File: src/rtl/pbsr_pkg.sv
// Shared types and constants for the packed bitmap store.
`default_nettype none
package pbsr_pkg;

  localparam int unsigned MAX_SIDE        = 256;
  localparam int unsigned STORE_WORDS_DEF = 2048;
  localparam int unsigned WORD_BITS       = 32;

  typedef enum logic [2:0] {
    ACT_RD_PIX  = 3'd0,
    ACT_WR_PIX  = 3'd1,
    ACT_RESIZE  = 3'd2,
    ACT_LD_WORD = 3'd3,
    ACT_RD_WORD = 3'd4
  } action_e;

  typedef struct packed {
    logic capture;
    logic calc;
    logic respond;
    logic clr_step;
    logic cpy_step;
    logic flush;
    logic commit;
  } cmd_t;

  typedef struct packed {
    logic [2:0] act;
    logic       rs_ok;
    logic       clr_none;
    logic       clr_last;
    logic       cpy_none;
    logic       cpy_last;
  } st_t;

endpackage
`default_nettype wire

File: src/rtl/pbsr_ctrl.sv
// Sequencer for item execution and the resize clear/copy walk.
`default_nettype none
module pbsr_ctrl import pbsr_pkg::*; (
  input  wire logic clk_i,
  input  wire logic rst_ni,
  input  wire logic start,
  output logic      busy,
  input  wire st_t  st_i,
  output cmd_t      cmd_o
);

  typedef enum logic [3:0] {
    S_IDLE, S_EXEC, S_RESP, S_CHK, S_CLR, S_CPY, S_DRAIN, S_FLUSH, S_DONE
  } state_e;

  state_e state_q, state_d;

  always_comb begin
    state_d = state_q;
    cmd_o   = '0;
    unique case (state_q)
      S_IDLE: begin
        if (start) begin
          cmd_o.capture = 1'b1;
          state_d = S_EXEC;
        end
      end
      S_EXEC: begin
        cmd_o.calc = 1'b1;
        state_d = (st_i.act == ACT_RESIZE) ? S_CHK : S_RESP;
      end
      S_RESP: begin
        cmd_o.respond = 1'b1;
        state_d = S_IDLE;
      end
      S_CHK: begin
        if (!st_i.rs_ok) begin
          cmd_o.respond = 1'b1;
          state_d = S_IDLE;
        end else if (!st_i.clr_none) begin
          state_d = S_CLR;
        end else begin
          state_d = st_i.cpy_none ? S_FLUSH : S_CPY;
        end
      end
      S_CLR: begin
        cmd_o.clr_step = 1'b1;
        if (st_i.clr_last) begin
          state_d = st_i.cpy_none ? S_FLUSH : S_CPY;
        end
      end
      S_CPY: begin
        cmd_o.cpy_step = 1'b1;
        if (st_i.cpy_last) begin
          state_d = S_DRAIN;
        end
      end
      S_DRAIN: state_d = S_FLUSH;
      S_FLUSH: begin
        cmd_o.flush = 1'b1;
        state_d = S_DONE;
      end
      S_DONE: begin
        cmd_o.commit  = 1'b1;
        cmd_o.respond = 1'b1;
        state_d = S_IDLE;
      end
      default: state_d = S_IDLE;
    endcase
  end

  always_ff @(posedge clk_i or negedge rst_ni) begin
    if (!rst_ni) begin
      state_q <= S_IDLE;
    end else begin
      state_q <= state_d;
    end
  end

  assign busy = (state_q != S_IDLE);

endmodule
`default_nettype wire

File: config.mk
export PLATFORM = sky130hd
export DESIGN_NAME = pbsr_ctrl
export DESIGN_NICKNAME = d
export VERILOG_FILES = /design/src/rtl/pbsr_pkg.sv /design/src/rtl/pbsr_ctrl.sv
export SDC_FILE = /design/constraint.sdc
export NUM_CORES = 1
export LEC_CHECK = 0
export BUFFER_PORTS_ARGS = -buffer_cell sky130_fd_sc_hd__buf_2
export CAP_MARGIN = 20
export CORE_AREA = 2 2 39 41
export CTS_CLUSTER_SIZE = 20
export DETAILED_ROUTE_END_ITERATION = 10
export DIE_AREA = 0 0 41 43
export SLEW_MARGIN = 5
export SYNTH_ARGS = -nofsm -noshare
export SYNTH_HDL_FRONTEND = slang
export SYNTH_SLANG_ARGS = --single-unit
File: constraint.sdc
create_clock -name clk_i -period 1.6 [get_ports clk_i]
set_clock_uncertainty 0.2 [all_clocks]
set_input_delay 0.32 -clock clk_i [delete_from_list [all_inputs] [get_ports clk_i]]
set_output_delay 0.32 -clock clk_i [all_outputs]
set_load 0.02 [all_outputs]
Word-level counts from Yosys, hierarchy flattened:

Index checks and enable logic that the tools add are counted.

* equal/unequal tests: 12
* muxes and demuxes: 17
* reductions and logical operators: 4

Operators by type and width (number)
* 4-bit one-hot mux with 7 select lines: 1
* 4-bit by 3-bit equality test with 1-bit output (second input constant): 4
* 4-bit two-way mux: 3
* 1-bit two-way mux: 9
* 4-bit by 2-bit equality test with 1-bit output (second input constant): 2
* 2-bit inequality test (second input constant): 3
* 4-bit by 1-bit equality test with 1-bit output (second input constant): 1
* 4-bit equality test (second input constant): 1
* 4-bit zero test: 1
* 2-bit two-way mux: 2
* 4-bit nonzero test: 1
* 3-bit by 2-bit equality test with 1-bit output (second input constant): 1
* 3-bit two-way mux: 1
* 3-bit AND reduction: 1
* 1-bit one-hot mux with 2 select lines: 1
* 2-bit OR reduction: 1

* register bits: 4
* input port bits: 11
* output and inout port bits: 8
* logic and storage cells: 34

Logic depth before layout (Yosys ltp):

* depth after elaboration: 4
* depth in mapped cells: 4

Least setup slack after synthesis:

Ideal clock, no wire load.

* kind: reg2out
* start: register state_q[1]
* end: output port cmd_o[0] (netlist name)
* arrival: 1.312 ns
* data required time: 1.080 ns
* slack: -0.232 ns
* cell stages (with the launch flop): 3
* path buffers: 1
* cells stage by stage: dfrtp_1 clkbuf_8 nor4b_1

RTL lines
* start, declared: line pbsr_ctrl.sv:16 `state_e state_q, state_d;`
* start signal, assigned: line pbsr_ctrl.sv:76 `state_q <= state_d;`
* end, declared: line pbsr_ctrl.sv:9 `output cmd_t cmd_o`

==> qor.json <==
{
  "status": {"value": "finished, violations left"},
  "failed_checks": {"value": "negative setup slack"},
  "layout.nets": {"value": 90},
  "via_count": {"value": 471},
  "floorplan.die.height": {"value": 43, "unit": "um"},
  "detailed_route_drc_error_count": {"value": 0},
  "post-synth-top-area-cell": {"value": "sky130_fd_sc_hd__dfrtp_1"},
  "total_leakage_power": {"value": 0.332, "unit": "nW"},
  "timing.hold.worst.class": {"value": "input pin to register"},
  "maxSlewViolCount": {"value": 0},
  "synth.avg_cell_area": {"value": 8.67, "unit": "um^2"},
  "numPortBuffers": {"value": 18},
  "timing.final.crit_period": {"value": 1740, "unit": "ps"},
  "yosys-top-cells-area": {"value": "sky130_fd_sc_hd__dfrtp_1 26%, sky130_fd_sc_hd__nor2_1 6.9%, sky130_fd_sc_hd__mux2i_1 5.2%"},
  "std_cell_rows": {"value": 14},
  "rsz0062_at_grt": {"value": "yes"},
  "first_global_vias": {"value": 402},
  "final_cell_area": {"value": 723, "unit": "um^2"},
  "finalSetupViolCount": {"value": 8},
  "drt_wl_total": {"value": 1.20, "unit": "mm"},
  "largest_register_ff_count": {"value": 4},
  "biggestRegsByFlops": {"value": "state_q x4"},
  "detail-route-antenna-nets": {"value": 0},
  "cts_buffer_depth": {"value": 2},
  "fill_cells": {"value": 134},
  "worstPathMaxFanout": {"value": 6},
  "mostFrequentLayoutCells": {"value": "13 x sky130_fd_sc_hd__buf_4, 11 x sky130_fd_sc_hd__buf_2, 9 x sky130_fd_sc_hd__buf_6"},
  "instances_no_fill": {"value": 93},
  "mostFrequentLayoutCell": {"value": "sky130_fd_sc_hd__buf_4"},
  "fin_ws": {"value": -136, "unit": "ps"},
  "synth_seq_cells": {"value": 4},
  "antennaDiodeCount": {"value": 0},
  "transition_time_of_the_tightest_slew_check_pin": {"value": 282, "unit": "ps"},
  "cts_tree": {"value": "done"},
  "initial_core_util": {"value": 27.6, "unit": "%"},
  "worst-endpoint-arrival": {"value": 1220, "unit": "ps"},
  "largest-register": {"value": "state_q"},
  "clock_transition_at_the_registers_of_the_reported_paths": {"value": 40, "unit": "ps"},
  "max_freq": {"value": 576, "unit": "MHz"},
  "routedWlPerCell": {"value": 12.9, "unit": "um"},
  "drt_first_pass_iters": {"value": 4},
  "worst_slew_margin_rel": {"value": 81.2, "unit": "%"},
  "cts_htree_levels": {"value": 1},
  "criticalPathCategory": {"value": "register to output port"},
  "detail_route.vias_per_cell": {"value": 5.06},
  "numClockSinks": {"value": 4},
  "cts_made_buffers": {"value": 3},
  "power.density": {"value": 1760, "unit": "mW/mm^2"},
  "dpl.hpwl": {"value": 717, "unit": "um"},
  "final_weighted_congestion_in_routability_driven_placement": {"value": 0.686},
  "cell_area_placed": {"value": 515, "unit": "um^2"},
  "first_pass_grt_wire_length": {"value": 1.79, "unit": "mm"},
  "place.detailed.instances": {"value": 79},
  "track_usage": {"value": 14.8, "unit": "%"},
  "crit_required": {"value": 1080, "unit": "ps"},
  "grt_antenna_before_repair": {"value": 0},
  "synth.lib_cells_used.distinct": {"value": 28},
  "final_core_utilization": {"value": 52.3, "unit": "%"},
  "die_width": {"value": 41, "unit": "um"},
  "drv_cap": {"value": 0},
  "timing.reg2reg.setup_slack": {"value": -80, "unit": "ps"},
  "netlist.area_leader.share": {"value": 26.2, "unit": "%"},
  "clk_latency": {"value": 240, "unit": "ps"},
  "core_footprint": {"value": 0.00138, "unit": "mm^2"},
  "grt_start_max_net_pins": {"value": 10},
  "post-route-period-util": {"value": 108, "unit": "%"},
  "cts_root_buffer": {"value": "sky130_fd_sc_hd__clkbuf_4"},
  "synth_fp_nets": {"value": 55},
  "timing.critical_path.to_type": {"value": "output port"},
  "design.portCount": {"value": 19},
  "postSynthCellCount": {"value": 44},
  "timing_hold_violations_final": {"value": 0},
  "drive_gt1_share": {"value": 70.1, "unit": "%"},
  "die-area": {"value": 0.00176, "unit": "mm^2"},
  "synth.yosys.seq_area_share": {"value": 26.2, "unit": "%"},
  "final_global_route_overflow_total": {"value": 0},
  "synth_warnings": {"value": 0},
  "post_synth_instance_area": {"value": 382, "unit": "um^2"},
  "initial_drc_count": {"value": 4},
  "setup.worst_path.start_class": {"value": "register"},
  "area_growth_syn_to_layout": {"value": 89.5, "unit": "%"},
  "ir_drop": {"value": 0.676, "unit": "mV"}
}
==> final cells by class <==
type	count	area [um^2]	share of cell area [%]
Inverter	1	3.75	0.519
Sequential cell	4	105	14.5
Clock buffer	3	22.5	3.11
Tap cell	16	20.0	2.77
Timing Repair Buffer	34	264	36.5
Multi-Input combinational cell	35	308	42.6
==> cells in the mapped netlist <==
cell type and number:
sky130_fd_sc_hd__nor2b_1 1, sky130_fd_sc_hd__a21oi_2 1, sky130_fd_sc_hd__nor4b_2 1, sky130_fd_sc_hd__nand4_1 1, sky130_fd_sc_hd__nand2b_1 3, sky130_fd_sc_hd__buf_4 1
sky130_fd_sc_hd__and3_2 1, sky130_fd_sc_hd__nor3b_1 1, sky130_fd_sc_hd__nor4b_1 1, sky130_fd_sc_hd__clkbuf_8 1, sky130_fd_sc_hd__nor3_1 1, sky130_fd_sc_hd__nor3_2 1
sky130_fd_sc_hd__and4bb_2 1, sky130_fd_sc_hd__mux2i_1 2, sky130_fd_sc_hd__nand3b_1 1, sky130_fd_sc_hd__buf_2 1, sky130_fd_sc_hd__and3_1 1, sky130_fd_sc_hd__buf_6 1
sky130_fd_sc_hd__a2111o_1 1, sky130_fd_sc_hd__nand2_1 5, sky130_fd_sc_hd__inv_1 1, sky130_fd_sc_hd__a221o_1 1, sky130_fd_sc_hd__a32oi_1 1, sky130_fd_sc_hd__nor2_1 7
sky130_fd_sc_hd__a21oi_1 1, sky130_fd_sc_hd__dfrtp_1 4, sky130_fd_sc_hd__a22oi_2 1, sky130_fd_sc_hd__a22oi_1 1
==> cell families (layout without fill, tap and decap cells) <==
family / Yosys count / in the layout / share of synthesized area, %
AND/OR/NAND/NOR: 26 / 26 / 41.0
AO/OA/AOI/OAI: 7 / 7 / 16.7
multiplexers: 2 / 2 / 5.25
buffers and inverters: 5 / 38 / 10.8
flip-flops: 4 / 4 / 26.2
==> where the power goes <==
group          total, mW  internal (mW)  switching, mW
Combinational      0.901          0.497          0.404
Sequential         0.243          0.144         0.0985
Clock              0.128         0.0841         0.0439
==> routing by layer <==
| layer | vias to the layer above | track usage, % | wire length [um] |
|---|---|---|---|
| met5 | - | 0 | 0 |
| met4 | 0 | 2.00 | 0 |
| met3 | 0 | 3.14 | 86 |
| met2 | 20 | 22.5 | 613 |
| met1 | 223 | 21.3 | 499 |
| li1 | 228 | - | - |
==> critical path, stage by stage, from the launching register on <==
cell	delay (ps)
sky130_fd_sc_hd__dfrtp_2	470
sky130_fd_sc_hd__buf_6	140
sky130_fd_sc_hd__nand3b_1	90
sky130_fd_sc_hd__a21oi_2	150
sky130_fd_sc_hd__buf_6	130
==> final timing paths <==
check / startpoint / endpoint / depth (start not counted)
worst max-delay path: state_q[1]$_DFFE_PN0P_ / cmd_o[4] / 4
min in group asynchronous: rst_ni / state_q[1]$_DFFE_PN0P_ / 2
worst max register to register: state_q[0]$_DFFE_PN0P_ / state_q[0]$_DFFE_PN0P_ / 5
max in group asynchronous: rst_ni / state_q[3]$_DFFE_PN0P_ / 2
worst min register to register: state_q[3]$_DFFE_PN0P_ / state_q[2]$_DFFE_PN0P_ / 2
worst min-delay path: st_i[1] / state_q[1]$_DFFE_PN0P_ / 3
==> stage by stage <==
stage / power (mW) / hold WS [ps] / setup TNS (ps) / setup WS (ps)
6_report: 1.27 / 168 / -835 / -136
5_1_grt: 1.36 / 182 / -1360 / -195
4_1_cts: 1.15 / 153 / -753 / -134
3_5_place_dp: 0.806 / -72.1 / -40.3 / -40.3
3_3_place_gp: 0.802 / -72.0 / -43.5 / -43.5
2_1_floorplan: 0.674 / -176 / 0 / 35.8
==> what timing repair did <==
item	CTS	global route
hold buffers	1	0
resized for setup	20	14
hold endpoints to repair	4	0
setup endpoints to repair	9	10
pin swaps	4	7
setup buffers	10	1
No activity file was read; power rests on OpenSTA's default activity.
